### config.mk
export PLATFORM = sky130hd
export DESIGN_NAME = ggs_div
export DESIGN_NICKNAME = d
export VERILOG_FILES = /design/src/hw/rtl/ggs_pkg.sv /design/src/hw/rtl/ggs_div.sv
export SDC_FILE = /design/constraint.sdc
export NUM_CORES = 1
export LEC_CHECK = 0
export BUFFER_PORTS_ARGS = -buffer_cell sky130_fd_sc_hd__buf_2
export CORE_UTILIZATION = 31
export DETAILED_ROUTE_END_ITERATION = 6
export PLACE_DENSITY_LB_ADDON = 0.1
export SLEW_MARGIN = 20
export SYNTH_ARGS = -nofsm -noshare
export SYNTH_HDL_FRONTEND = slang
export SYNTH_SLANG_ARGS = --single-unit
### constraint.sdc
create_clock -name clk -period 6.7 [get_ports clk]
set_clock_uncertainty 0.05 [all_clocks]
set_input_delay 0.335 -clock clk [delete_from_list [all_inputs] [get_ports clk]]
set_output_delay 0.335 -clock clk [all_outputs]
set_load 0.01 [all_outputs]
### src/hw/rtl/ggs_pkg.sv
// Shared types, constants and constant functions of the Gaussian glow pixel shader.
// Used by the top level, ggs_div and ggs_blob; depends on nothing else.
`default_nettype none

package ggs_pkg;

  // Wander rates and phase offset per glow, in Q0.32 turns.
  localparam logic [31:0] RATE_BASE  = 32'd75192180;
  localparam logic [31:0] RATE_STEP  = 32'd34178264;
  localparam logic [31:0] PHASE_STEP = 32'd1162060968;

  // Odd sine polynomial coefficients, Q1.30.
  localparam logic [30:0] SIN_C1 = 31'd1686629713;
  localparam logic [30:0] SIN_C3 = 31'd693598668;
  localparam logic [30:0] SIN_C5 = 31'd85569306;
  localparam logic [30:0] SIN_C7 = 31'd5026995;
  localparam logic [30:0] SIN_C9 = 31'd172272;

  // Per-step decay of the halo table, Q0.32, and the exponent bits it covers.
  localparam logic [31:0] EXP_STEP = 32'd4278222805;
  localparam int          EXP_BITS = 12;
  // Exponent limit 3072 over the scale 128 of the exponent.
  localparam int          EXP_CUT  = 24;

  localparam logic [15:0] ONE_Q15   = 16'd32768;
  localparam logic [15:0] MIN_WIDTH = 16'd1311;

  // Field widths.
  localparam int X_W       = 26;
  localparam int CFG_IDX_W = 3;
  localparam int CFG_DAT_W = 24;

  // Quotient bits resolved per divider stage.
  localparam int DIV_STEP = 2;

  // Configuration register indexes.
  typedef enum logic [CFG_IDX_W-1:0] {
    CFG_GLOW_COLOR   = 3'd0,
    CFG_BASE_COLOR   = 3'd1,
    CFG_BLOB_COUNT   = 3'd2,
    CFG_GLOW_WIDTH   = 3'd3,
    CFG_WANDER_SPEED = 3'd4,
    CFG_STRIP_LENGTH = 3'd5
  } cfg_idx_t;

  // Repeated squaring of the decay step: base j is the step raised to 2^j.
  function automatic logic [31:0] exp_base(input int j);
    logic [63:0] b;
    b = {32'd0, EXP_STEP};
    for (int i = 0; i < j; i++) begin
      b = (b * b) >> 32;
    end
    return b[31:0];
  endfunction

endpackage

`default_nettype wire

### src/hw/rtl/ggs_div.sv
// Pipelined restoring divider, DIV_STEP (two) quotient bits per stage, constant divisor.
// Depends on ggs_pkg for the number of bits per stage.
`default_nettype none

module ggs_div #(
  parameter int NW = 26,
  parameter int DW = 11,
  parameter int QW = 26
) (
  input  wire logic          clk,
  input  wire logic          en,
  input  wire logic [NW-1:0] num,
  input  wire logic [DW-1:0] den,
  output logic      [QW-1:0] quo
);
  import ggs_pkg::*;

  localparam int NS = (QW + DIV_STEP - 1) / DIV_STEP;

  logic [DW-1:0] rem_r   [NS];
  logic [QW-1:0] low_r   [NS];
  logic [QW-1:0] quo_r   [NS];
  logic [DW-1:0] rem_nxt [NS];
  logic [QW-1:0] low_nxt [NS];
  logic [QW-1:0] quo_nxt [NS];

  for (genvar s = 0; s < NS; s++) begin : g_stage
    logic [DW-1:0] rem_in;
    logic [QW-1:0] low_in;
    logic [QW-1:0] quo_in;

    // The top dividend bits form the first partial remainder; it is below the divisor.
    if (s == 0) begin : g_first
      assign rem_in = DW'(num >> QW);
      assign low_in = QW'(num);
      assign quo_in = '0;
    end else begin : g_next
      assign rem_in = rem_r[s-1];
      assign low_in = low_r[s-1];
      assign quo_in = quo_r[s-1];
    end

    // One compare and subtract per quotient bit.
    always_comb begin : p_step
      logic [DW:0] tr;
      logic        qb;
      tr = '0;
      qb = 1'b0;
      rem_nxt[s] = rem_in;
      low_nxt[s] = low_in;
      quo_nxt[s] = quo_in;
      for (int j = 0; j < DIV_STEP; j++) begin
        if (s * DIV_STEP + j < QW) begin
          tr = {rem_nxt[s], low_nxt[s][QW-1]};
          low_nxt[s] = low_nxt[s] << 1;
          qb = (tr >= {1'b0, den});
          if (qb) tr = tr - {1'b0, den};
          quo_nxt[s] = (quo_nxt[s] << 1) | QW'(qb);
          rem_nxt[s] = tr[DW-1:0];
        end
      end
    end

    always_ff @(posedge clk) begin
      if (en) begin
        rem_r[s] <= rem_nxt[s];
        low_r[s] <= low_nxt[s];
        quo_r[s] <= quo_nxt[s];
      end
    end
  end

  assign quo = quo_r[NS-1];

endmodule

`default_nettype wire

==> reports/qor.txt, run 1 <==
asr flop ratio synth -> 0%
row cnt -> 111
crit path cell chain -> inv_1 -> ha_1 -> fa_1 -> nand2b_1 -> a21oi_1 -> o21ai_0 -> a211oi_1 -> o21ai_1 -> o21ai_0 -> ha_1 -> nor2b_1 -> o31a_1 -> o21a_1 -> o21ai_2 -> a21oi_1 -> o221a_2 -> a2111o_1 -> mux2_4
slew margin rel. -> 41.0%
minimum clock period -> 5440 ps
vias in the first global route -> 19295
postcts setup bufs -> 0
largest stage delay on the critical path -> 640 ps
DRC viols -> 0
area grow syn2layout -> 14.7%
DR iter-0 viols -> 1213
register area share after synthesis -> 49.1%
synthesized cell area -> 0.0287 mm²
final-report setup violation count -> 0
status -> complete, no violations
max_cap viols -> 0
Root Driver -> clkbuf_16
initial antenna violation count -> 1
layout cells sized above 1 -> 13.5%
H-tree lvl count -> 2
hold_sp -> en
Slew @ Worst Pin -> 884 ps
setup TNS -> 0 ps
CTS Buf Count -> 57
Crit. End Element -> flop
GR Overflow Total -> 0
R2R Path End -> rem_r[9][6]
clock tree buffer depth -> 3
Core Area -> 0.0917 mm²
Cells after Synth -> 2452
post-DR wirelength/cell -> 18.2 µm
die area -> 0.0939 mm²
number of synthesized register bits -> 470
max frequency -> 0.184 GHz
critical path launch point type -> flop
Syn Nets -> 2792
worst r2r path cells -> 18
Port Buffers -> 64
Synth top area share -> 49.1%
largest net degree at the start of global routing -> 159
GRT Total Usage -> 14.9%
first-pass GRT wire length -> 110000 µm
Top FF cell, synth -> edfxtp_1
Ant. Diodes -> 0
critical path class -> reg2reg
TritonCTS Sinks -> 470
CP Data Arrival Time -> 5770 ps
Hold Path Class -> in2reg
drt pass-1 iters -> 5
hold path depth -> 1
die height -> 306 µm
CTS tree -> done
hold worst-path end -> low_r[0][8]
Crit path max-delay family -> compound AO/OA/AOI/OAI gates
antenna viol nets, final -> 0
Initial Util -> 31.3%
CP max FO -> 12
net count reported at finish -> 2958
GPL Wtd Cong -> 0.829
CP max-delay cell -> a2111o_1
CTS clk-pin slew, worst paths -> 60 ps
Slew Limit Fails -> 0
routed wire length -> 69900 µm
final hold vios -> 0
Final period util -> 81.1%
number of flops mapped to enable cells by yosys -> 470
die width -> 306 µm
routed via count -> 19378
yosys warns -> 0
Synth Area per Inst -> 11.7 µm²
r2r setup slk -> 1260 ps
IO Pins -> 65
dpl hpwl -> 48200 µm
cell taking the most area after synthesis -> edfxtp_1
WP buf/inv -> 1
worst path required time -> 7030 ps
largest cells by area after synthesis -> edfxtp_1 49%, ha_1 12%, mux2_2 4.2%
unrepaired setup endpoints after global routing -> no
drt via density -> 5.04
Clk Latency, worst-skew pair -> 650 ps
Unique masters post-synth -> 79
worst r2r src -> low_r[2][23]
worst max path at each step:
stage | cells past startpoint | start | end | slack, ps
after CTS | 18 | low_r[2][23] | rem_r[9][6] | 1200
after floorplan | 21 | den[2] | rem_r[9][5] | 1570
after detailed placement | 20 | den[0] | rem_r[6][7] | 750
after global routing | 18 | low_r[2][23] | rem_r[9][9] | 880
final | 18 | low_r[2][23] | rem_r[9][6] | 1260
after global placement | 20 | den[0] | rem_r[6][2] | 750
worst register-to-register path, stage by stage (launching register included):
cell      delay [ps]
edfxtp_1         400
inv_1             60
ha_1             210
fa_1             410
nand2b_1         160
a21oi_1          310
o21ai_0          170
a211oi_1         240
o21ai_1          330
o21ai_0          370
ha_1             330
nor2b_1          160
o31a_1           250
o21a_1           200
o21ai_2          140
a21oi_1          100
o221a_2          260
a2111o_1         640
mux2_4           390
per-stage QoR:
stage               instance area [µm²]  std cells  setup slack (ps)  hold slack (ps)  utilization (%)
global route                      33000       3847               882              159             36.0
global placement                  30900       3720               753              350             33.7
detailed placement                30900       3720               749              355             33.7
CTS                               33000       3847              1200              148             36.0
floorplan                         28700       2452              1570              350                -
finish                            33000       3847              1260              137             36.0
placed cells by master (no fill, tap or decap), types with 63 or more instances in the layout:
master	netlist	layout
mux2_2	108	108
nor2_1	148	148
buf_2	11	63
xor2_1	63	63
nand2_1	159	159
xnor2_1	119	119
edfxtp_1	470	470
a21oi_1	159	159
o21ai_0	173	172
inv_1	131	129
ha_1	277	277
repair_timing:
action                                 4_1_cts  5_1_grt
resized for setup                            0        0
hold buffers                                25        0
endpoints found under the hold margin       25        0
setup endpoints to repair                    0        0
flip-flops by register name, summed over array words and instances (netlist names):
register and flops:
quo_r 182, low_r 156, rem_r 132
metal layers:
| metal | vias up | wire, µm | global-route usage [%] |
|---|---|---|---|
| li1 | 9628 | - | - |
| met1 | 9359 | 34800 | 21.1 |
| met2 | 296 | 30500 | 23.0 |
| met3 | 95 | 2760 | 2.72 |
| met4 | 0 | 1790 | 4.35 |
| met5 | - | 0 | 0 |
cell type report:
cell class / instances / area (µm²)
Clock buffer: 67 / 1460
Clock inverter: 35 / 373
Fill cell: 8946 / 58700
Inverter: 132 / 495
Multi-Input combinational cell: 1813 / 13900
Sequential cell: 470 / 14100
Tap cell: 1186 / 1480
Timing Repair Buffer: 144 / 1110
synthesized netlist by cell type (28+ instances only):
master	count
a21o_1	39
a21oi_1	159
edfxtp_1	470
ha_1	277
inv_1	131
mux2_2	108
mux2i_1	28
nand2_1	159
nand2b_1	39
nand3_1	33
nor2_1	148
nor2b_1	46
nor3_1	48
o21a_1	28
o21ai_0	173
xnor2_1	119
xor2_1	63
cell families (layout without fill, tap and decap cells):
| group | Yosys count | count (layout) | synth area share (%) |
|---|---|---|---|
| xor gates and xnor gates | 182 | 182 | 5.55 |
| muxes | 144 | 144 | 5.63 |
| adders and majority gates | 301 | 301 | 13.7 |
| buffers and inverters | 169 | 378 | 2.44 |
| and+or+nand+nor | 592 | 592 | 10.0 |
| AOI/OAI and AO/OA | 594 | 594 | 13.5 |
| DFF | 470 | 470 | 49.1 |
Power of run 1 is not shown: default switching activity piles up to over one toggle a cycle in this logic, so the estimate is an artifact.
==> inputs of run 2 (changes only) <==
==> constraint.sdc (replaced) <==
create_clock -name clk -period 4.9 [get_ports clk]
set_clock_uncertainty 0.05 [all_clocks]
set_input_delay 0.245 -clock clk [delete_from_list [all_inputs] [get_ports clk]]
set_output_delay 0.245 -clock clk [all_outputs]
set_load 0.01 [all_outputs]
==> reports/qor.txt, run 2 (synthesis gave the netlist of run 1 again) <==
drt via density -> 4.89
clock tree buffer depth -> 3
max_cap viols -> 0
final worst setup slack -> -12.5 ps
final-report setup violation count -> 2
H-tree lvl count -> 2
Core Area -> 0.0917 mm²
DRC viols -> 0
IO Pins -> 65
final hold vios -> 0
critical path launch point type -> flop
die area -> 0.0939 mm²
Slew Limit Fails -> 0
TritonCTS Sinks -> 470
initial antenna violation count -> 0
slew margin rel. -> 50.3%
violated checks -> setup timing
antenna viol nets, final -> 0
drt pass-1 iters -> 7
critical path class -> reg2reg
routed wire length -> 76500 µm
Seq. cell area -> 0.0141 mm²
area of the multi-input gates -> 0.0143 mm²
layout cells sized above 1 -> 27.8%
DR iter-0 viols -> 1328
most common cell after layout, fill and taps aside -> edfxtp_1
Fill cells -> 8771
CP max FO -> 6
row cnt -> 111
Reg with most FFs -> quo_r
die width -> 306 µm
worst path required time -> 5240 ps
routed via count -> 20940
Clk Latency, worst-skew pair -> 650 ps
Initial Util -> 31.3%
CTS tree -> done
vias in the first global route -> 21000
Final Instance Count excl. Fillers -> 4286
unrepaired setup endpoints after global routing -> yes
first-pass GRT wire length -> 119000 µm
Top Registers -> quo_r x182, low_r x156, rem_r x132
area grow syn2layout -> 28.1%
CTS Buf Count -> 58
final instance area -> 0.0368 mm²
Slew @ Worst Pin -> 746 ps
Final period util -> 100%
GR Overflow Total -> 0
commonest cells after routing, fill and taps aside -> 470 x edfxtp_1, 453 x buf_4, 272 x ha_1, 158 x nand2_1, 147 x nor2_1
max frequency -> 0.204 GHz
placed insts -> 4128
Hold Path Class -> in2reg
dpl hpwl -> 55900 µm
net count reported at finish -> 3391
Port Buffers -> 64
CTS clk-pin slew, worst paths -> 60 ps
die height -> 306 µm
GRT Total Usage -> 16.2%
max reg flops -> 182
Crit. End Element -> flop
Root Driver -> clkbuf_16
post-DR wirelength/cell -> 17.9 µm
minimum clock period -> 4910 ps
CP Data Arrival Time -> 5260 ps
GPL Wtd Cong -> 0.859
largest net degree at the start of global routing -> 118
status -> finished with violations
dpl cell area -> 0.0342 mm²
## run 2: cell types whose count changed in the layout (fill, tap and decap cells not counted), sizes merged
cell / delta
buf: +431
bufinv: -3
clkbuf: -1
clkinv: +4
clkinvlp: +8
diode: +1
inv: -2
or4: +1
## run 2: worst paths after layout
kind                       from             to  slack, ps  cells after the start
setup / recovery   low_r[0][47]    rem_r[2][5]        -10                     21
hold / removal               en    low_r[0][8]         60                      1
setup reg to reg   low_r[0][47]    rem_r[2][5]        -10                     21
hold reg to reg   quo_r[0][165]  quo_r[0][193]        360                      0
## run 2: critical path, cell delays in order (launching register included)
cell and delay, ps:
edfxtp_1 400, inv_2 60, ha_4 160, fa_2 350, nand2b_4 160, a21oi_4 160, a41oi_2 50, a2bb2oi_1 140
a22o_2 300, buf_6 140, a21oi_2 110, buf_4 150, fa_2 240, nor2b_4 50, o31a_1 310, o311a_1 370
o211ai_2 200, a31oi_1 110, o21a_1 240, a2111oi_4 400, buf_4 220, mux2_4 310
## run 2: final cells by class
| cell class | count | share of cell area, % |
|---|---|---|
| sequential | 470 | 38.4 |
| tap | 1186 | 4.03 |
| antenna | 1 | 0.00680 |
| clock inverter | 42 | 0.952 |
| timing repair buffer | 575 | 12.4 |
| inverter | 132 | 1.38 |
| multi-input combinational | 1814 | 38.7 |
| clock buffer | 66 | 4.08 |
## run 2: what timing repair did
action	4_1_cts	5_1_grt
gates resized for setup	17	94
endpoints found under the hold margin	25	0
hold buffers	25	0
pin swaps	3	26
gates cloned	0	2
buffers inserted	2	20
setup endpoints to repair	40	100
## run 2: per-layer routing
layer,track usage (%),wire length (µm)
met5,0,0
met4,6.35,2680
met3,2.29,2400
met2,24.9,33300
met1,22.9,38200
## run 2: stage by stage
step                      util (%)  setup TNS (ps)  setup slack (ps)  hold slack [ps]
final                         40.1           -13.5             -12.5             62.8
after global routing          40.1           -1840              -172             70.3
after CTS                     39.6               0              6.83             49.5
after detailed placement      37.3          -19050              -357              355
after global placement        37.3          -13440              -377              350
after floorplan                  -               0              11.9              294
Power of run 2 is left out for the same reason.
==> inputs of run 3 (changes only) <==
--- a/config.mk
+++ b/config.mk
@@ -9,6 +9,7 @@
 export CORE_UTILIZATION = 31
 export DETAILED_ROUTE_END_ITERATION = 6
 export PLACE_DENSITY_LB_ADDON = 0.1
+export SKIP_CTS_REPAIR_TIMING = 1
 export SLEW_MARGIN = 20
 export SYNTH_ARGS = -nofsm -noshare
 export SYNTH_HDL_FRONTEND = slang
==> reports/qor.txt, run 3 (synthesis gave the netlist of run 1 again) <==
unrepaired setup endpoints after global routing -> yes
layout cells sized above 1 -> 27.6%
Slew @ Worst Pin -> 738 ps
Seq. cell area -> 0.0141 mm²
Crit. End Element -> flop
Initial Util -> 31.3%
DR iter-0 viols -> 1276
setup TNS -> 0 ps
clock tree buffer depth -> 3
Fill cells -> 8774
antenna viol nets, final -> 0
area of the multi-input gates -> 0.0143 mm²
minimum clock period -> 4800 ps
WP buf/inv -> 3
commonest cells after routing, fill and taps aside -> 470 x edfxtp_1, 449 x buf_4, 272 x ha_1, 158 x nand2_1
die area -> 0.0939 mm²
drt pass-1 iters -> 7
CP max FO -> 7
dpl hpwl -> 55900 µm
GPL Wtd Cong -> 0.859
CP Data Arrival Time -> 5150 ps
Port Buffers -> 64
routed via count -> 20904
area grow syn2layout -> 27.9%
top sig layer -> met4
final instance area -> 0.0367 mm²
critical path class -> reg2reg
wl on met1 -> 37900 µm
max reg flops -> 182
Core Area -> 0.0917 mm²
Clk Latency, worst-skew pair -> 650 ps
max_cap viols -> 0
Root Driver -> clkbuf_16
GR Overflow Total -> 0
CP max-delay cell -> edfxtp_1
initial antenna violation count -> 0
crit path cell chain -> inv_2 -> ha_4 -> fa_2 -> nand2b_4 -> a21oi_4 -> a41oi_2 -> a2bb2oi_1 -> a22o_2 -> buf_6 -> a21oi_4 -> fa_2 -> nor2b_4 -> o31a_1 -> o311a_1 -> o211ai_2 -> a31oi_1 -> o21a_1 -> a2111oi_4 -> buf_4 -> mux2_4
largest net degree at the start of global routing -> 118
TritonCTS Sinks -> 470
Final period util -> 98.0%
most common cell after layout, fill and taps aside -> edfxtp_1
die height -> 306 µm
Hold Path Class -> in2reg
critical path launch point type -> flop
post-DR wirelength/cell -> 17.9 µm
vias in the first global route -> 20850
slew margin rel. -> 50.8%
Crit path max-delay family -> compound AO/OA/AOI/OAI gates
Top Registers -> quo_r x182, low_r x156, rem_r x132
IO Pins -> 65
net count reported at finish -> 3384
first-pass GRT wire length -> 118000 µm
status -> complete, no violations
CTS Buf Count -> 58
GRT Total Usage -> 16.2%
Reg with most FFs -> quo_r
drt via density -> 4.89
row cnt -> 111
DRC viols -> 0
max frequency -> 0.208 GHz
routed wire length -> 76500 µm
H-tree lvl count -> 2
final hold vios -> 0
Slew Limit Fails -> 0
CTS tree -> done
DR WL met3 -> 2620 µm
die width -> 306 µm
CTS clk-pin slew, worst paths -> 60 ps
dpl cell area -> 0.0342 mm²
largest stage delay on the critical path -> 400 ps
final-report setup violation count -> 0
worst path required time -> 5240 ps
met2 routed WL -> 33200 µm
run 3: cell types whose count changed in the layout (fill, tap and decap cells not counted), sizes merged:
cell / previous run / this run
buf: 550 / 543
run 3: worst paths after layout:
kind | start | endpoint | cells after the start | slack [ps]
worst min-delay path | en | low_r[0][8] | 1 | 60
worst min register to register | quo_r[1][62] | quo_r[1][90] | 0 | 360
worst max-delay path | low_r[0][47] | rem_r[2][5] | 20 | 100
worst max register to register | low_r[0][47] | rem_r[2][5] | 20 | 100
run 3: area by class of cell:
cell class,instances,area share [%]
repair buffers,568,12.3
inverters,132,1.38
clock inverters,42,0.954
well taps,1186,4.04
diodes,1,0.00681
multi-input cells,1814,38.8
flip-flops and latches,470,38.4
clock buffers,66,4.09
run 3: layer usage:
layer  track usage [%]  up-vias
met1              22.9    10006
li1                  -    10471
met5                 0        -
met2              24.8      304
met4              6.35        0
met3              2.32      123
run 3: metrics by stage:
step	hold WS, ps	util, %	setup slack [ps]	cells
final	62.2	40.1	95.7	4279
after global routing	70.3	40.1	-79.7	4278
after CTS	-348	39.3	-258	4236
after detailed placement	355	37.3	-357	4128
after global placement	350	37.3	-377	4128
after floorplan	294	-	11.9	2452
Power of run 3 is left out for the same reason.
